### config.mk
export PLATFORM = sky130hd
export DESIGN_NAME = base64_stream_encoder_flat
export DESIGN_NICKNAME = d
export VERILOG_FILES = /design/src/sv/b64e_pkg.sv /design/src/sv/b64e_if.sv /design/src/sv/b64e_front.sv /design/src/sv/b64e_queue.sv /design/src/sv/b64e_back.sv /design/src/sv/base64_stream_encoder.sv /design/src/flat_wrapper.sv
export SDC_FILE = /design/constraint.sdc
export NUM_CORES = 1
export LEC_CHECK = 0
export ABC_AREA = 1
export ABC_CLOCK_PERIOD_IN_PS = 6550
export BUFFER_PORTS_ARGS = -buffer_cell sky130_fd_sc_hd__buf_2
export CORE_AREA = 2 2 105 107
export DETAILED_ROUTE_END_ITERATION = 10
export DIE_AREA = 0 0 107 109
export PLACE_DENSITY_LB_ADDON = 0.08
export SLEW_MARGIN = 20
export SYNTH_ARGS = -nofsm -noshare
export SYNTH_HDL_FRONTEND = slang
export SYNTH_SLANG_ARGS = --single-unit
### constraint.sdc
create_clock -name clock -period 6.55 [get_ports clock]
set_clock_uncertainty 0.15 [all_clocks]
set_input_delay 0.3275 -clock clock [delete_from_list [all_inputs] [get_ports clock]]
set_output_delay 0.3275 -clock clock [all_outputs]
set_load 0.02 [all_outputs]
### src/sv/b64e_pkg.sv
// Shared types, constants and the character mapping of the Base64 encoder.
`timescale 1ns / 1ps

package b64e_pkg;

   localparam int QUEUE_DEPTH = 2;

   localparam logic [7:0] PAD_CHAR = 8'h3d;

   localparam logic [1:0] LAST_SLOT = 2'd3;

   // One group of up to three bytes, ready to be turned into four characters.
   typedef struct packed {
      logic [23:0] bytes;
      logic [1:0]  nbytes;
      logic        last;
   } group_type;

   function automatic logic [7:0] sextet_char(input logic [5:0] s);
      logic [7:0] v;
      v = {2'b00, s};
      if (v < 8'd26) begin
         return 8'h41 + v;
      end else if (v < 8'd52) begin
         return 8'h61 + (v - 8'd26);
      end else if (v < 8'd62) begin
         return 8'h30 + (v - 8'd52);
      end else if (v == 8'd62) begin
         return 8'h2b;
      end else begin
         return 8'h2f;
      end
   endfunction

endpackage

### src/sv/b64e_if.sv
// Valid/ready channel interfaces for byte requests and character results.
`timescale 1ns / 1ps

interface b64e_req_if;
   logic       valid;
   logic       ready;
   logic [7:0] data_byte;
   logic       final_byte;

   modport source (output valid, output data_byte, output final_byte, input ready);
   modport sink (input valid, input data_byte, input final_byte, output ready);
endinterface

interface b64e_rsp_if;
   logic       valid;
   logic       ready;
   logic [7:0] out_char;
   logic       end_of_message;

   modport source (output valid, output out_char, output end_of_message, input ready);
   modport sink (input valid, input out_char, input end_of_message, output ready);
endinterface

### src/sv/b64e_front.sv
// Front end: gathers request bytes into groups and pushes each complete group and each group ended by a final byte.
`timescale 1ns / 1ps

module b64e_front (
   input  logic                clock,
   input  logic                reset,
   b64e_req_if.sink            req,
   input  logic                q_full,
   output logic                push,
   output b64e_pkg::group_type push_group
);

   logic [7:0] held0_ff, held0_in;
   logic [7:0] held1_ff, held1_in;
   logic [1:0] count_ff, count_in;
   logic       accept;

   assign req.ready = !q_full;
   assign accept    = req.valid && !q_full;

   always_comb begin
      held0_in   = held0_ff;
      held1_in   = held1_ff;
      count_in   = count_ff;
      push       = 1'b0;
      push_group = '0;
      if (count_ff[1]) begin
         push_group.bytes  = {held0_ff, held1_ff, req.data_byte};
         push_group.nbytes = 2'd3;
         push_group.last   = req.final_byte;
      end else if (count_ff[0]) begin
         push_group.bytes  = {held0_ff, req.data_byte, 8'h00};
         push_group.nbytes = 2'd2;
         push_group.last   = 1'b1;
      end else begin
         push_group.bytes  = {req.data_byte, 16'h0000};
         push_group.nbytes = 2'd1;
         push_group.last   = 1'b1;
      end
      if (accept) begin
         if (count_ff[1] || req.final_byte) begin
            push     = 1'b1;
            count_in = 2'd0;
            held0_in = 8'h00;
            held1_in = 8'h00;
         end else begin
            if (count_ff[0]) begin
               held1_in = req.data_byte;
            end else begin
               held0_in = req.data_byte;
            end
            count_in = count_ff + 2'd1;
         end
      end
   end

   always_ff @(posedge clock) begin
      if (reset) begin
         count_ff <= 2'd0;
         held0_ff <= 8'h00;
         held1_ff <= 8'h00;
      end else begin
         count_ff <= count_in;
         held0_ff <= held0_in;
         held1_ff <= held1_in;
      end
   end

`ifndef ASSERT_OFF
   a_count_range: assert property (@(posedge clock) disable iff (reset)
      count_ff != 2'd3)
      else $error("Front byte count reached three.");

   a_final_clears: assert property (@(posedge clock) disable iff (reset)
      (accept && req.final_byte) |=> (count_ff == 2'd0))
      else $error("Final byte did not clear the pending bytes.");
`endif

endmodule

### src/sv/b64e_queue.sv
// Short group queue between the front end and the character back end.
`timescale 1ns / 1ps

module b64e_queue #(
   parameter int DEPTH = b64e_pkg::QUEUE_DEPTH
) (
   input  logic                clock,
   input  logic                reset,
   input  logic                push,
   input  b64e_pkg::group_type push_group,
   output logic                full,
   input  logic                pop,
   output logic                q_valid,
   output b64e_pkg::group_type q_group
);

   localparam int PTR_W = (DEPTH > 1) ? $clog2(DEPTH) : 1;
   localparam int CNT_W = $clog2(DEPTH + 1);

   b64e_pkg::group_type slots_ff [DEPTH];
   logic [PTR_W-1:0] wr_ptr_ff, wr_ptr_in;
   logic [PTR_W-1:0] rd_ptr_ff, rd_ptr_in;
   logic [CNT_W-1:0] count_ff, count_in;
   logic             do_push;
   logic             do_pop;

   assign full    = (count_ff == CNT_W'(DEPTH));
   assign q_valid = (count_ff != '0);
   assign q_group = slots_ff[rd_ptr_ff];
   assign do_push = push && !full;
   assign do_pop  = pop && q_valid;

   always_comb begin
      wr_ptr_in = wr_ptr_ff;
      rd_ptr_in = rd_ptr_ff;
      count_in  = count_ff;
      if (do_push) begin
         wr_ptr_in = (wr_ptr_ff == PTR_W'(DEPTH - 1)) ? '0 : wr_ptr_ff + 1'b1;
      end
      if (do_pop) begin
         rd_ptr_in = (rd_ptr_ff == PTR_W'(DEPTH - 1)) ? '0 : rd_ptr_ff + 1'b1;
      end
      if (do_push && !do_pop) begin
         count_in = count_ff + 1'b1;
      end else if (do_pop && !do_push) begin
         count_in = count_ff - 1'b1;
      end
   end

   always_ff @(posedge clock) begin
      if (reset) begin
         wr_ptr_ff <= '0;
         rd_ptr_ff <= '0;
         count_ff  <= '0;
      end else begin
         wr_ptr_ff <= wr_ptr_in;
         rd_ptr_ff <= rd_ptr_in;
         count_ff  <= count_in;
      end
   end

   always_ff @(posedge clock) begin
      if (do_push) begin
         slots_ff[wr_ptr_ff] <= push_group;
      end
   end

`ifndef ASSERT_OFF
   a_no_overflow: assert property (@(posedge clock) disable iff (reset)
      push |-> !full)
      else $error("Group pushed into a full queue.");

   a_fill_to_full: assert property (@(posedge clock) disable iff (reset)
      (do_push && !do_pop && count_ff == CNT_W'(DEPTH - 1)) |=> full)
      else $error("Queue did not report full after its last slot was filled.");
`endif

endmodule

### src/sv/b64e_back.sv
// Back end: turns one queued group into four characters, one per cycle while the result channel is not stalled.
`timescale 1ns / 1ps

module b64e_back (
   input  logic                clock,
   input  logic                reset,
   input  logic                q_valid,
   input  b64e_pkg::group_type q_group,
   output logic                pop,
   b64e_rsp_if.source          rsp
);

   b64e_pkg::group_type group_ff, group_in;
   logic       busy_ff, busy_in;
   logic [1:0] slot_ff, slot_in;
   logic       rsp_valid_ff, rsp_valid_in;
   logic [7:0] rsp_char_ff, rsp_char_in;
   logic       rsp_eom_ff, rsp_eom_in;
   logic       out_free;
   logic       emit;
   logic [5:0] sextet;
   logic [7:0] char_now;

   assign rsp.valid          = rsp_valid_ff;
   assign rsp.out_char       = rsp_char_ff;
   assign rsp.end_of_message = rsp_eom_ff;

   assign out_free = !rsp_valid_ff || rsp.ready;
   assign emit     = busy_ff && out_free;
   assign pop      = q_valid && (!busy_ff || (emit && slot_ff == b64e_pkg::LAST_SLOT));

   always_comb begin
      case (slot_ff)
         2'd0:    sextet = group_ff.bytes[23:18];
         2'd1:    sextet = group_ff.bytes[17:12];
         2'd2:    sextet = group_ff.bytes[11:6];
         default: sextet = group_ff.bytes[5:0];
      endcase
      char_now = (slot_ff <= group_ff.nbytes) ? b64e_pkg::sextet_char(sextet)
                                              : b64e_pkg::PAD_CHAR;
   end

   always_comb begin
      group_in     = group_ff;
      busy_in      = busy_ff;
      slot_in      = slot_ff;
      rsp_valid_in = rsp_valid_ff;
      rsp_char_in  = rsp_char_ff;
      rsp_eom_in   = rsp_eom_ff;
      if (out_free) begin
         rsp_valid_in = emit;
      end
      if (emit) begin
         rsp_char_in = char_now;
         rsp_eom_in  = group_ff.last && (slot_ff == b64e_pkg::LAST_SLOT);
         slot_in     = slot_ff + 2'd1;
         if (slot_ff == b64e_pkg::LAST_SLOT) begin
            busy_in = 1'b0;
         end
      end
      if (pop) begin
         group_in = q_group;
         busy_in  = 1'b1;
         slot_in  = 2'd0;
      end
   end

   always_ff @(posedge clock) begin
      if (reset) begin
         busy_ff      <= 1'b0;
         slot_ff      <= 2'd0;
         rsp_valid_ff <= 1'b0;
      end else begin
         busy_ff      <= busy_in;
         slot_ff      <= slot_in;
         rsp_valid_ff <= rsp_valid_in;
      end
   end

   always_ff @(posedge clock) begin
      group_ff    <= group_in;
      rsp_char_ff <= rsp_char_in;
      rsp_eom_ff  <= rsp_eom_in;
   end

`ifndef ASSERT_OFF
   a_stall_holds_slot: assert property (@(posedge clock) disable iff (reset)
      (busy_ff && !out_free) |=> ($stable(slot_ff) && busy_ff))
      else $error("Character slot moved while the output was stalled.");

   a_no_early_pad: assert property (@(posedge clock) disable iff (reset)
      (emit && (slot_ff == 2'd0 || slot_ff == 2'd1)) |-> (char_now != b64e_pkg::PAD_CHAR))
      else $error("Padding emitted in one of the first two character slots.");
`endif

endmodule

### src/sv/base64_stream_encoder.sv
// Top level of the streaming Base64 encoder with padding.
//
//   Channel   Direction  Payload                     Handshake
//   req_ch    in         data_byte[8], final_byte    valid / ready
//   rsp_ch    out        out_char[8], end_of_message valid / ready
//
// The back end emits one character per cycle while rsp_ch is not stalled,
// so a group of up to three bytes gives four characters, and a final partial
// group is padded out to four characters as well.
// A completed group passes a queue slot and group_ff to the output register.
// Synchronous reset empties the pending bytes, the group queue and the output.
// A stalled result channel holds the output register; the queue absorbs
// QUEUE_DEPTH groups before requests are refused.
`timescale 1ns / 1ps

module base64_stream_encoder #(
   parameter int QUEUE_DEPTH = b64e_pkg::QUEUE_DEPTH
) (
   input  logic       clock,
   input  logic       reset,
   b64e_req_if.sink   req_ch,
   b64e_rsp_if.source rsp_ch
);

   b64e_pkg::group_type push_group;
   b64e_pkg::group_type q_group;
   logic                push;
   logic                full;
   logic                pop;
   logic                q_valid;

   b64e_front u_front (
      .clock      (clock),
      .reset      (reset),
      .req        (req_ch),
      .q_full     (full),
      .push       (push),
      .push_group (push_group)
   );

   b64e_queue #(
      .DEPTH (QUEUE_DEPTH)
   ) u_queue (
      .clock      (clock),
      .reset      (reset),
      .push       (push),
      .push_group (push_group),
      .full       (full),
      .pop        (pop),
      .q_valid    (q_valid),
      .q_group    (q_group)
   );

   b64e_back u_back (
      .clock   (clock),
      .reset   (reset),
      .q_valid (q_valid),
      .q_group (q_group),
      .pop     (pop),
      .rsp     (rsp_ch)
   );

endmodule

### src/flat_wrapper.sv
// flat-port wrapper written by rule: the top's interface ports become plain ports
module base64_stream_encoder_flat 
#(
   parameter int QUEUE_DEPTH = b64e_pkg::QUEUE_DEPTH
)
  (clock, reset, req_ch_valid, req_ch_data_byte, req_ch_final_byte, req_ch_ready, rsp_ch_valid, rsp_ch_out_char, rsp_ch_end_of_message, rsp_ch_ready);
  b64e_req_if req_ch_i ();
  b64e_rsp_if rsp_ch_i ();
  input  logic clock;
  input  logic reset;
  input wire logic [$bits(req_ch_i.valid)-1:0] req_ch_valid;
  input wire logic [$bits(req_ch_i.data_byte)-1:0] req_ch_data_byte;
  input wire logic [$bits(req_ch_i.final_byte)-1:0] req_ch_final_byte;
  output wire logic [$bits(req_ch_i.ready)-1:0] req_ch_ready;
  output wire logic [$bits(rsp_ch_i.valid)-1:0] rsp_ch_valid;
  output wire logic [$bits(rsp_ch_i.out_char)-1:0] rsp_ch_out_char;
  output wire logic [$bits(rsp_ch_i.end_of_message)-1:0] rsp_ch_end_of_message;
  input wire logic [$bits(rsp_ch_i.ready)-1:0] rsp_ch_ready;
  assign req_ch_i.valid = req_ch_valid;
  assign req_ch_i.data_byte = req_ch_data_byte;
  assign req_ch_i.final_byte = req_ch_final_byte;
  assign req_ch_ready = req_ch_i.ready;
  assign rsp_ch_valid = rsp_ch_i.valid;
  assign rsp_ch_out_char = rsp_ch_i.out_char;
  assign rsp_ch_end_of_message = rsp_ch_i.end_of_message;
  assign rsp_ch_i.ready = rsp_ch_ready;
  base64_stream_encoder #(.QUEUE_DEPTH(QUEUE_DEPTH)) u_core (.clock(clock), .reset(reset), .req_ch(req_ch_i), .rsp_ch(rsp_ch_i));
endmodule
Yosys cells after proc, flatten, opt, wreduce, memory -nomap -nowiden

Memory sizes are Yosys's and may differ from the RTL's. A register that Yosys moved wholly into a read port is not among the register bits.
Cells that the tools add are included.

Eq/ne operators: 6
Magnitude comparators: 4
Reductions and logical operators: 27
Add/subtract/negate cells: 11
Mux-type cells: 23

Operators by type and width:

| cell                                                | count |
|---|---|
| two-way mux 8 bit                                   | 7 |
| two-way mux 27 bit                                  | 2 |
| case mux 6 bit (3 select lines)                     | 1 |
| < comparator 6 bit (second input constant)          | 2 |
| nonzero test 2 bit                                  | 5 |
| logical AND 1 bit                                   | 9 |
| two-way mux 1 bit                                   | 9 |
| adder 7 x 6 -> 8 bit (first input constant)         | 1 |
| adder 7 x 7 -> 8 bit (first input constant)         | 1 |
| adder 7 x 8 -> 8 bit (first input constant)         | 1 |
| subtractor 6 x 5 -> 7 bit (second input constant)   | 1 |
| subtractor 6 x 6 -> 7 bit (second input constant)   | 1 |
| adder 2 x 1 -> 2 bit (second input constant)        | 3 |
| == test 2 bit (second input constant)               | 3 |
| == test 6 bit (second input constant)               | 1 |
| < comparator 6 x 5 -> 1 bit (second input constant) | 1 |
| two-way mux 2 bit                                   | 3 |
| AND reduction 2 bit                                 | 3 |
| zero test 1 bit                                     | 5 |
| logical OR 1 bit                                    | 3 |
| two-way mux 3 bit                                   | 1 |
| adder 1 bit (second input constant)                 | 2 |
| == test 2 x 1 -> 1 bit (second input constant)      | 1 |
| less-or-equal comparator 2 bit                      | 1 |
| 4 further kinds                                     | 4 |

Input bits: 13
Memories: 1
Word-level logic and storage cells: 83
RAM bits: 54
Register bits after elaboration: 35

Memory list:

| name                    | depth | bits a word | read ports | clocked after memory_dff | write ports | RTL line         | text |
|---|---|---|---|---|---|---|---|
| u_core.u_queue.slots_ff | 2     | 27          | 1          | 1                        | 1           | b64e_queue.sv:20 | `b64e_pkg::group_type slots_ff [DEPTH];` |

Logic depth before layout (Yosys ltp)

Gate-level depths: netlist of the first run.

Word-level depth: 10
Depth in mapped cells: 18
Depth with buffers taken out: 18

Modules after synthesis

From an unflattened synthesis of the first run, not the netlist that was laid out.

Cells, all modules: 515
Area total of the unflattened synthesis: 5,607.9 um^2

By module, submodules not included:

| module     | cells an instance | seq. area each (um^2) | instances | area each (um^2) |
|---|---|---|---|---|
| b64e_queue | 121               | 1,721.7               | 1         | 2,296.0 |
| b64e_back  | 207               | 1,161.1               | 1         | 2,145.8 |
| b64e_front | 187               | 360.3                 | 1         | 1,166.1 |

Worst setup path after synthesis of the first run

Ideal clock, no wire load.

Path type: reg2reg
From: register u_core.u_back.slot_ff[1]
To: register u_core.u_queue.count_ff[1]
Period minus slack after synthesis: 3,348 ps
Arrival: 3,076 ps
Slack: 3,202 ps
Library setup time: 122 ps
Buffers on the path: 0
Cell stages (with the launch flop): 10
Required time: 6,278 ps
Cells stage by stage: dfxtp_1 -> ha_1 -> a21oi_1 -> a21oi_1 -> inv_1 -> ha_1 -> a21oi_1 -> o21ai_0 -> o21ai_0 -> a21oi_1

Word-level cells in the longest chain between the ends: 8
Elaborated cells on any way between the ends: 10
Classes of those cells: 1 x eq/ne; 1 x mux; 8 x reduce/logical

RTL lines:

| item                                                           | RTL line                    | text |
|---|---|---|
| start: declaration                                             | b64e_back.sv:15             | `logic [1:0] slot_ff, slot_in;` |
| start signal: assignment                                       | b64e_back.sv:75             | `slot_ff <= slot_in;` |
| == test 2 bit (*)                                              | b64e_back.sv:30             | `assign pop = q_valid && (!busy_ff \|\| (emit && slot_ff == b64e_pkg::LAST_SLOT));` |
| logical AND 1 bit (*)                                          | b64e_back.sv:30             |  |
| logical OR 1 bit (*)                                           | b64e_back.sv:30             |  |
| logical AND 1 bit (*)                                          | b64e_back.sv:30             |  |
| via u_core.pop                                                 | base64_stream_encoder.sv:29 | `logic pop;` |
| logical AND 1 bit (*)                                          | b64e_queue.sv:31            | `assign do_pop = pop && q_valid;` |
| zero test 1 bit                                                | b64e_queue.sv:43            | `if (do_push && !do_pop) begin` |
| logical AND 1 bit                                              | b64e_queue.sv:43            |  |
| two-way mux 2 bit / nonzero test 2 bit (equally long branches) | --                          |  |
| end signal: assignment                                         | b64e_queue.sv:58            | `count_ff <= count_in;` |
| end: declaration                                               | b64e_queue.sv:23            | `logic [CNT_W-1:0] count_ff, count_in;` |

The timed path passes the listed nets; every way through them passes the cells marked *.
A chain may end at the register's enable or synchronous reset.

Worst setup path after layout of the first run

From: register u_core.u_back.slot_ff[1]
To: register u_core.u_back.rsp_char_ff[6], in the netlist u_core.u_back.rsp.out_char[6] (data pin)

Word-level cells in the longest chain between the ends: 7
Elaborated cells on any way between the ends: 16
Classes of those cells: 5 x add/sub; 4 x order compare; 2 x eq/ne; 4 x mux; 1 x reduce/logical

RTL lines:

| item                                  | RTL line        | text |
|---|---|---|
| == test 2 bit (tied with other cells) | b64e_back.sv:33 | `case (slot_ff)` |
| case mux 6 bit (3 select lines)       | b64e_back.sv:33 |  |
| subtractor 6 x 6 -> 7 bit             | b64e_pkg.sv:27  | `return 8'h30 + (v - 8'd52);` |
| adder 7 x 7 -> 8 bit                  | b64e_pkg.sv:27  |  |
| two-way mux 8 bit                     | b64e_pkg.sv:26  | `end else if (v < 8'd62) begin` |
| two-way mux 8 bit                     | b64e_pkg.sv:24  | `end else if (v < 8'd52) begin` |
| two-way mux 8 bit                     | b64e_pkg.sv:22  | `if (v < 8'd26) begin` |
| end signal: assignment                | b64e_back.sv:82 | `rsp_char_ff <= rsp_char_in;` |
| end: declaration                      | b64e_back.sv:17 | `logic [7:0] rsp_char_ff, rsp_char_in;` |

Several ways; a longest one is shown, not always the timed one.

==> key figures, run 1 <==
Final layout
  – Ant. Diodes: 0
  – Fin area: 6110 µm²
  – Fillcell total: 937
  – Share of cells above drive strength 1: 0.1564
  – Area added between synthesis and finish: 16.51%
  – Register area: 3223 µm²
  – Final #Nets: 598
  – Multi-input gate area: 1745 µm²

Synthesis
  – Main flop type after synthesis: edfxtp_1
  – Mapped Area: 5244 µm²
  – Area share of the largest cell type after synthesis: 0.5154
  – Syn avg cell area: 9.969 µm²
  – Flops & latches, synth: 116
  – Post-synth top area cell: edfxtp_1
  – Mapped Nets: 553
  – Cell count after synthesis: 526
  – Asr flop ratio synth: 0
  – Post-synth EDFFs: 90
  – Most numerous cell in the Yosys netlist: nand2_1
  – Synth warn: 0
  – Synth cell types: 38
  – Top cells by area, synth: edfxtp_1, nand2_1, dfxtp_1
  – Top cells by count, synth: nand2_1, edfxtp_1, nor2_1
  – Sequential area share after synthesis: 0.6147

Setup path
  – Worst path cell trace: ha_1 -> inv_2 -> nand2_1 -> nor2_1 -> nor2_4 -> inv_1 -> ha_1 -> nand3_1 -> a21oi_4 -> nand3_1 -> nand3_1 -> nand2_1 -> nand2_1 -> a21oi_2
  – Startpoint types: register
  – Critical path's largest stage delay: 0.36 ns
  – Worst EP required: 6.62 ns
  – CP Class: reg2reg
  – CP max-delay cell: dfxtp_1
  – Crit path DAT: 2.93 ns
  – Worst Setup End Kind: register
  – CP max FO: 12

STA
  – Fin Setup TNS: 0 ns
  – Setup violators final: 0
  – Actual slew at the worst max-slew pin: 0.9919 ns
  – Worst slew margin: 0.3378
  – RSZ-0062 raised after global routing: no
  – Highest clock rate: 349.9 MHz
  – Final Critical Period: 2.858 ns
  – Final hold viol count: 0
  – Period utilization: 0.4363
  – Fin. max-slew vios: 0

Clock network
  – Root Buffer: clkbuf_8
  – Clk_lat worst skew: 0.49 ns
  – H-tree depth: 4
  – Clk buf depth: 2
  – Clk sinks: 116
  – Clock transition at the registers of the reported paths: 0.05 ns
  – CTS tree: yes
  – Total CTS buffers: 17

Placed design
  – Placed Area: 5507 µm²
  – I/O Buffers: 23
  – Placer Congestion: 0.8336
  – Detailed-placement wirelength estimate: 6.921 mm

Floorplan
  – Die Y: 109 µm
  – Boundary Pins: 24
  – Die W: 107 µm
  – Core area: 10,600 µm²
  – Die area: 11,660 µm²
  – Initial core utilization: 0.4946
  – Num rows: 38

Job
  – Max Cap Viol: 0

Power
  – Peak VDD IR: 0.2117 mV
  – Static leakage: 2.635 nW
  – Final Power: 0.002978 W
  – Cell Pwr Density: 487.5 nW/µm²

Global route
  – Global-route wire length before repair: 16.42 mm
  – Largest net degree at the start of global routing: 32
  – Grt met2 use: 0.3103
  – Vias in the first global route: 3,337
  – M1 GR Usage: 0.2306
  – Tot GR Track Use: 0.1853
  – Initial antenna violation count: 0
  – Global-route track usage on met3: 0.04901
  – Total congestion overflow: 0
  – Layer with the highest usage: met2

Route
  – Via count: 3,416
  – DRC violations left: 0
  – Pre-Repair DR Iteration Count: 4
  – WL per Instance: 13.40 µm
  – Vias per cell: 4.731
  – Drt initial violations: 242
  – Final wirelength: 9.677 mm
  – Antenna viol nets, final: 0

Worst hold path
  – Path type of the worst min-delay path: in2reg

Status
  – Outcome: finished, final reports clean
repair_timing:
item	in CTS	in global routing
hold buffers	11	0
resized for setup	0	0
hold endpoints to repair	23	0
setup buffers	0	0
cell families (layout without fill, tap and decap cells):
kind of cell | after synthesis | count (layout) | synth area share
simple gates | 252 | 252 | 0.2112
compound gates | 68 | 68 | 0.07827
fa+ha+maj | 14 | 14 | 0.03341
flops | 116 | 116 | 0.6147
xor+xnor | 5 | 5 | 0.008351
buf+inv | 71 | 127 | 0.05417
final timing paths:
kind                              start                            end  slack (ns)  cells past startpoint
max reg2reg    u_core.u_back.slot_ff[1]  u_core.u_back.rsp.out_char[6]        3.69                     14
min reg2reg  u_core.u_front.held0_ff[6]     u_core.u_front.held0_ff[6]        0.30                      2
min                        req_ch_valid     u_core.u_front.count_ff[1]        0.11                      3
max            u_core.u_back.slot_ff[1]  u_core.u_back.rsp.out_char[6]        3.69                     14
per-layer routing:
metal / vias up / share of wire / wire length (µm)
met5: - / 0 / 0
met2: 44 / 0.49 / 4760
met4: 0 / 0.013 / 130
li1: 1805 / - / -
met1: 1555 / 0.47 / 4553
met3: 12 / 0.024 / 233
worst max-delay path: cells and delay by family, from the launching register on:
family,cells,cell delay [ns]
adder cells (fa/ha/maj),2,0.49
AO/OA/AOI/OAI,2,0.26
flip-flops,1,0.36
AND/OR/NAND/NOR,8,0.93
buffers and inverters,2,0.39
cell type report:
class	instances	area share
clock buffers	20	0.06963
repair buffers	37	0.04055
flip-flops and latches	116	0.5275
multi-input cells	339	0.2857
clock inverters	10	0.01106
inverters	60	0.03686
well taps	140	0.02867
cell usage in the layout, fill, tap and decap left out, drive strengths merged:
cell	Yosys	layout
o211ai	2	2
buf	4	26
edfxtp	90	90
nor3	1	1
nor2	70	70
and2	1	1
nand2	169	169
a31oi	1	1
dfxtp	26	26
nand4	2	2
a211oi	2	2
a21oi	24	24
or2	2	2
ha	14	14
inv	58	58
clkinv	2	11
bufinv	0	1
clkbuf	7	20
o311ai	1	1
a22oi	1	1
dlygate4sd3	0	11
o21ai	35	35
o22ai	2	2
nand3	7	7
xor2	5	5
metrics by stage:
step | util | instances | hold WS, ns | worst slack, ns
finish | 0.5762 | 722 | 0.1114 | 3.692
global placement | 0.5194 | 681 | 0.2918 | 3.751
detailed placement | 0.5194 | 681 | 0.2919 | 3.702
floorplan | - | 526 | 0.2466 | 3.202
CTS | 0.5762 | 722 | 0.08644 | 3.681
global route | 0.5762 | 722 | 0.1169 | 3.501
report_power, final:
group | internal, W | switching (W) | leakage, nW
logic | 0.000341 | 0.000699 | 1.34
clock network | 0.000486 | 0.000279 | 0.243
registers | 0.00108 | 0.0000969 | 1.06
flip-flops by register name, indices dropped and copies added, names as in the netlist:
name                              flops
u_core.u_front.held0_ff               8
u_core.u_queue.slots_ff              54
u_core.u_front.count_ff               2
u_core.u_back.rsp.end_of_message      1
u_core.u_back.busy_ff                 1
u_core.u_queue.rd_ptr_ff              1
u_core.u_queue.count_ff               2
u_core.u_back.rsp.out_char            8
u_core.u_back.slot_ff                 2
u_core.u_back.rsp.valid               1
u_core.u_back.group_ff               27
u_core.u_front.held1_ff               8
u_core.u_queue.wr_ptr_ff              1
Power figures use the tool's default switching activity.
==> run 2: changes to the inputs <==
Settings changed: ABC_CLOCK_PERIOD_IN_PS 6550 to 2650.
Clock period 6.55 ns to 2.65 ns, I/O delays scaled along.
==> run 2 against run 1 <==
  * Die area stayed put
  * First-iteration DRC count fell by 19%
  * Combinational power rose to 2.7 times the previous value
  * Via count rose by 3.7%
  * Cell count up 1.8%
  * Non-clock buffer count increased by 11
  * Critical path type unchanged
  * Critical endpoint unchanged
  * Largest cell class unchanged
  * Highest routed layer unchanged
==> key figures, run 2 (synthesis gave the netlist of run 1 again) <==
Route
  – Vias per cell: 4.820
  – Drt initial violations: 196
  – Via count: 3,543
  – DRC violations left: 0
  – Pre-Repair DR Iteration Count: 4
  – Antenna viol nets, final: 0
  – Final wirelength: 10.15 mm
  – WL per Instance: 13.81 µm

Clock network
  – Clk sinks: 116
  – Clk_lat worst skew: 0.50 ns
  – CTS tree: yes
  – H-tree depth: 4
  – Clock transition at the registers of the reported paths: 0.05 ns
  – Root Buffer: clkbuf_8
  – Clk buf depth: 2
  – Total CTS buffers: 17

STA
  – Final hold viol count: 0
  – Highest clock rate: 402.5 MHz
  – Fin. max-slew vios: 0
  – Actual slew at the worst max-slew pin: 0.6525 ns
  – Final Critical Period: 2.484 ns
  – Worst slew margin: 0.5644
  – Worst hold slack: 0.2988 ns
  – Period utilization: 0.9375
  – Setup violators final: 0
  – Worst Slack Setup Final: 0.1656 ns

Floorplan
  – Boundary Pins: 24
  – Core area: 10,600 µm²
  – Die W: 107 µm
  – Num rows: 38
  – Initial core utilization: 0.4946
  – Die area: 11,660 µm²
  – Die Y: 109 µm

Global route
  – Vias in the first global route: 3,489
  – Tot GR Track Use: 0.1893
  – Largest net degree at the start of global routing: 31
  – Global-route wire length before repair: 16.73 mm
  – Total congestion overflow: 0
  – Initial antenna violation count: 0

Final layout
  – Max FFs per register: 54
  – Area added between synthesis and finish: 21.67%
  – Final #Nets: 609
  – Largest regs: u_core.u_queue.slots_ff (54), u_core.u_back.group_ff (27)
  – Fin area: 6380 µm²
  – Biggest register: u_core.u_queue.slots_ff
  – Most frequent cells in the layout: nand2_1, edfxtp_1, nor2_1
  – Ant. Diodes: 0
  – Most common cell after layout, fill and taps aside: nand2_1
  – Final Util: 0.6017
  – Share of cells above drive strength 1: 0.2017

Setup path
  – R2R Path Start: u_core.u_back.slot_ff[0]
  – Critical path's largest stage delay: 0.37 ns
  – Critical Path Source: u_core.u_back.slot_ff[0]
  – R2R cell count: 14
  – CP max FO: 7
  – Worst r2r dst: u_core.u_back.rsp.out_char[6]
  – Worst path cell trace: ha_4 -> inv_2 -> nand2_1 -> nor2_1 -> nor2_4 -> inv_1 -> ha_2 -> nand3_1 -> a21oi_4 -> nand3_1 -> nand3_1 -> nand2_1 -> nand2_1 -> a21oi_2
  – Worst Setup EP: u_core.u_back.rsp.out_char[6]
  – Worst EP required: 2.73 ns
  – CP max-delay cell: dfxtp_4
  – Crit path DAT: 2.56 ns
  – Buffers & Inverters on Critical Path: 2
  – Worst Setup End Kind: register
  – Startpoint types: register
  – Critical Path Stages: 14
  – Top delay family on crit path: simple AND/OR/NAND/NOR gates
  – R2R setup slack: 0.17 ns
  – CP Class: reg2reg

Power
  – Cell Pwr Density: 1241 nW/µm²
  – Static leakage: 2.752 nW
  – Peak VDD IR: 0.4865 mV

Worst hold path
  – WHS Path Cells: 3
  – Path type of the worst min-delay path: in2reg

Status
  – Outcome: finished, final reports clean

Placed design
  – Placed Area: 5567 µm²
  – Placer Congestion: 0.8434
  – I/O Buffers: 23
  – Post-Place Worst Slack: 0.02434 ns
  – Detailed-placement wirelength estimate: 7.279 mm

Job
  – Max Cap Viol: 0
==> run 2: cell types whose count changed in the layout (fill, tap and decap cells not counted), moves of 3 or more <==
cell | before | now
buf_4 | 3 | 13
inv_1 | 50 | 47
clkinv_1 | 8 | 2
clkbuf_8 | 1 | 5
ha_4 | 0 | 4
ha_1 | 14 | 9
==> run 2: layout make-up <==
class / instances / area [µm²]
Fill cell: 908 / 4223
Multi-Input combinational cell: 339 / 1798
Timing Repair Buffer: 48 / 332.8
Inverter: 60 / 227.7
Sequential cell: 116 / 3231
Tap cell: 140 / 175.2
Clock buffer: 25 / 526.8
Clock inverter: 7 / 88.84
==> run 2: worst min-delay path, stage by stage <==
cell and delay, ns:
dlygate4sd3_1 0.53, buf_2 0.18, nor2_1 0.06
==> run 2: repair_timing <==
action,in CTS,in global routing
endpoints found under the hold margin,69,0
setup endpoints to repair,0,7
setup buffers,0,2
gates resized for setup,0,17
hold buffers,12,0
==> run 2: stage by stage <==
stage            TNS (ns)  std cells  power, W
3_5_place_dp            0        689  0.005603
3_3_place_gp            0        689  0.005589
5_1_grt        -0.0005482        735  0.008487
6_report                0        735  0.007916
2_1_floorplan   -0.006011        526  0.004858
4_1_cts                 0        733  0.007912
==> run 2: power by group <==
| part | total (W) | switching (W) | internal, W |
|---|---|---|---|
| clock | 0.00228 | 0.000736 | 0.00154 |
| combinational | 0.00276 | 0.00182 | 0.000948 |
| sequential | 0.00287 | 0.000208 | 0.00266 |
| total | 0.00792 | 0.00276 | 0.00516 |
==> run 2: worst min path at each step <==
| stage | from | to | slack, ns |
|---|---|---|---|
| floorplan | reset | u_core.u_back.rsp.valid | 0.05 |
| global placement | reset | u_core.u_back.busy_ff | 0.25 |
| detailed placement | reset | u_core.u_back.rsp.valid | 0.26 |
| CTS | reset | u_core.u_queue.count_ff[0] | 0.28 |
| global route | reset | u_core.u_queue.count_ff[0] | 0.30 |
| finish | reset | u_core.u_queue.count_ff[0] | 0.30 |
==> run 2: metal layers <==
metal	track usage	share of wire	wire length, µm	vias to the layer above
met4	0.06772	0.016	159	0
met3	0.04363	0.027	274	16
met5	0	0	0	-
met2	0.3230	0.50	5037	53
met1	0.2376	0.46	4681	1641
li1	-	-	-	1833
==> run 3: changes to the inputs <==
Settings changed: ABC_AREA 1 to unset, CELL_PAD_IN_SITES_DETAIL_PLACEMENT set to 1, CELL_PAD_IN_SITES_GLOBAL_PLACEMENT set to 2, CORE_AREA 2 2 105 107 to 2 2 112 114, DIE_AREA 0 0 107 109 to 0 0 114 116.
==> run 3 against run 2 <==
  * Global-route usage hardly changed
  * Critical path depth fell by 6
  * Non-clock buffer count is 15 higher
  * Worst setup slack lost 0.13 ns
  * Clock-buffer cell count fell by 7
  * Synthesized cell count shrank 27%
  * Die area rose by 13%
  * Wire length up 14%
  * Combinational power up 2%
  * Critical path type unchanged
  * Largest power group is now combinational cells
  * Highest routed layer unchanged
==> key figures, run 3 <==
Floorplan
  – Core area: 11,910 µm²
  – Die Y: 116 µm
  – Die W: 114 µm
  – Num rows: 40
  – Initial core utilization: 0.4231
  – Die area: 13,220 µm²
  – Boundary Pins: 24

STA
  – Worst slew margin: 0.5310
  – Final Critical Period: 2.618 ns
  – Fin Setup TNS: 0 ns
  – Period utilization: 0.9878
  – Worst Slack Setup Final: 0.03238 ns
  – Fin. max-slew vios: 0
  – Actual slew at the worst max-slew pin: 0.7009 ns
  – RSZ-0062 raised after global routing: yes
  – Highest clock rate: 382.0 MHz
  – Worst hold slack: 0.05190 ns
  – Final hold viol count: 0
  – Setup violators final: 0

Placed design
  – Post-Place Worst Slack: -0.1479 ns
  – Cells after DPL: 567
  – Detailed-placement wirelength estimate: 7.839 mm
  – Placer Congestion: 0.8179
  – I/O Buffers: 23

Global route
  – Layer with the highest usage: met2
  – M1 GR Usage: 0.2206
  – Tot GR Track Use: 0.1891
  – Global-route track usage on met3: 0.04393
  – Grt met2 use: 0.3373
  – Vias in the first global route: 3,509
  – Total congestion overflow: 0
  – Initial antenna violation count: 0
  – Global-route wire length before repair: 18.47 mm
  – Largest net degree at the start of global routing: 31

Final layout
  – Share of cells above drive strength 1: 0.3211
  – Largest regs: u_core.u_queue.slots_ff (54), u_core.u_back.group_ff (27)
  – Multi-input gate area: 1804 µm²
  – Biggest register: u_core.u_queue.slots_ff
  – Final #Nets: 478
  – Register area: 3228 µm²
  – Ant. Diodes: 0
  – Most frequent cells in the layout: edfxtp_1, mux2_2, nand2_1
  – Area added between synthesis and finish: 26.79%
  – Max FFs per register: 54
  – Non-Filler Instances: 611
  – Most common cell after layout, fill and taps aside: edfxtp_1
  – Fillcell total: 1,217

Synthesis
  – Syn avg cell area: 13.16 µm²
  – Flops & latches, synth: 116
  – Sequential area share after synthesis: 0.6395
  – Post-synth top area cell: edfxtp_1
  – Area share of the largest cell type after synthesis: 0.5362
  – Post-synth EDFFs: 90
  – Largest family of logic cells by synthesized area: multiplexers
  – Main flop type after synthesis: edfxtp_1
  – Simple-gate portion of the synthesized area: 0.09012
  – Most numerous cell in the Yosys netlist: edfxtp_1
  – Asr flop ratio synth: 0
  – Cell count after synthesis: 383
  – Multiplexer area fraction after synthesis: 0.1013
  – Post-synthesis xor/xnor area fraction: 0.01390
  – Mapped Area: 5040 µm²
  – Top cells by count, synth: edfxtp_1, mux2_2, a21oi_1, nand2_1, dfxtp_1
  – Synth warn: 0
  – Top cells by area, synth: edfxtp_1, dfxtp_1, mux2_2
  – Synth cell types: 45
  – Post-synthesis adder-cell area fraction: 0.03476
  – Mapped Nets: 410
  – Synth Area in Compound Gates: 0.09459

Clock network
  – Clk_lat worst skew: 0.41 ns
  – Root Buffer: clkbuf_16
  – CTS tree: yes
  – Clk buf depth: 2
  – H-tree depth: 4
  – Total CTS buffers: 17
  – Clk sinks: 116
  – Clock transition at the registers of the reported paths: 0.05 ns

Setup path
  – Worst r2r dst: u_core.u_back.rsp.out_char[0]
  – Worst EP required: 2.64 ns
  – CP Class: reg2reg
  – CP max FO: 9
  – Startpoint types: register
  – R2R setup slack: 0.03 ns
  – R2R Path Start: u_core.u_back.slot_ff[0]
  – R2R cell count: 8
  – Worst Setup End Kind: register
  – Crit path DAT: 2.61 ns

Route
  – Antenna viol nets, final: 0
  – Vias per cell: 5.309
  – WL per Instance: 18.88 µm
  – Via count: 3,244
  – DRC violations left: 0
  – Final wirelength: 11.54 mm
  – Pre-Repair DR Iteration Count: 5
  – Drt initial violations: 149

Worst hold path
  – HP Start: reset
  – WHS Path Cells: 2
  – WHS Endpoint: u_core.u_queue.wr_ptr_ff
  – Path type of the worst min-delay path: in2reg

Power
  – Cell Pwr Density: 1237 nW/µm²
  – Peak VDD IR: 0.5716 mV
  – Static leakage: 2.336 nW

Status
  – Outcome: finished, final reports clean

Job
  – Max Cap Viol: 0
==> run 3: layer usage <==
layer | vias to the layer above | part of all wire | wire (µm)
met2 | 42 | 0.52 | 6020
met1 | 1623 | 0.44 | 5090
met3 | 10 | 0.027 | 316
met5 | - | 0 | 0
met4 | 0 | 0.0095 | 110
li1 | 1569 | - | -
==> run 3: cell type report <==
type                            instances  area share
Clock inverter                         14     0.03290
Multi-Input combinational cell        233      0.2824
Timing Repair Buffer                   63     0.07147
Inverter                               20     0.01214
Tap cell                              147     0.02878
Sequential cell                       116      0.5052
Clock buffer                           18     0.06716
==> run 3: worst max path at each step <==
stage               cells past startpoint                       endpoint                      from  slack, ns
finish                                  8  u_core.u_back.rsp.out_char[0]  u_core.u_back.slot_ff[0]       0.03
global route                            8  u_core.u_back.rsp.out_char[0]  u_core.u_back.slot_ff[0]      -0.06
CTS                                     8  u_core.u_back.rsp.out_char[4]  u_core.u_back.slot_ff[0]       0.01
detailed placement                      9  u_core.u_back.rsp.out_char[4]  u_core.u_back.slot_ff[1]      -0.15
global placement                        9  u_core.u_back.rsp.out_char[4]  u_core.u_back.slot_ff[1]       0.04
floorplan                               8     u_core.u_queue.count_ff[1]  u_core.u_back.slot_ff[1]      -0.19
==> run 3: worst max-delay path, stage by stage (launching register included) <==
cell      delay, ns
dfxtp_2        0.35
buf_4          0.14
ha_2           0.23
buf_4          0.16
mux2_2         0.44
a211oi_1       0.43
o21ai_0        0.21
mux2i_1        0.17
nand2_1        0.07
==> run 3: per-stage QoR <==
stage	cell area, µm²	total power, W	util
after global routing	6390	0.008338	0.5365
after CTS	6322	0.007826	0.5308
final	6390	0.007907	0.5365
after floorplan	5054	0.004299	-
after detailed placement	5527	0.005244	0.4640
after global placement	5527	0.005160	0.4640
==> run 3: report_power, final <==
group	internal, W	switching [W]	total (W)	leakage (nW)
sequential	0.00249	0.000148	0.00264	1.05
combinational	0.00124	0.00157	0.00281	0.983
clock	0.00166	0.000796	0.00246	0.306
==> run 3: cells by family (layout without fill, tap and decap cells) <==
family          count (synthesis)  in the layout
buf+inv                        34            115
flops                         116            116
fa+ha+maj                      14             14
mux                            46             46
simple gates                   93             93
compound gates                 72             72
xor+xnor                        8              8
==> run 3: what timing repair did <==
item,in CTS,in global routing
hold endpoints to repair,63,0
hold buffers,10,0
gates resized for setup,13,15
setup buffers,0,2
pin swaps,1,6
endpoints found under the setup margin,6,8
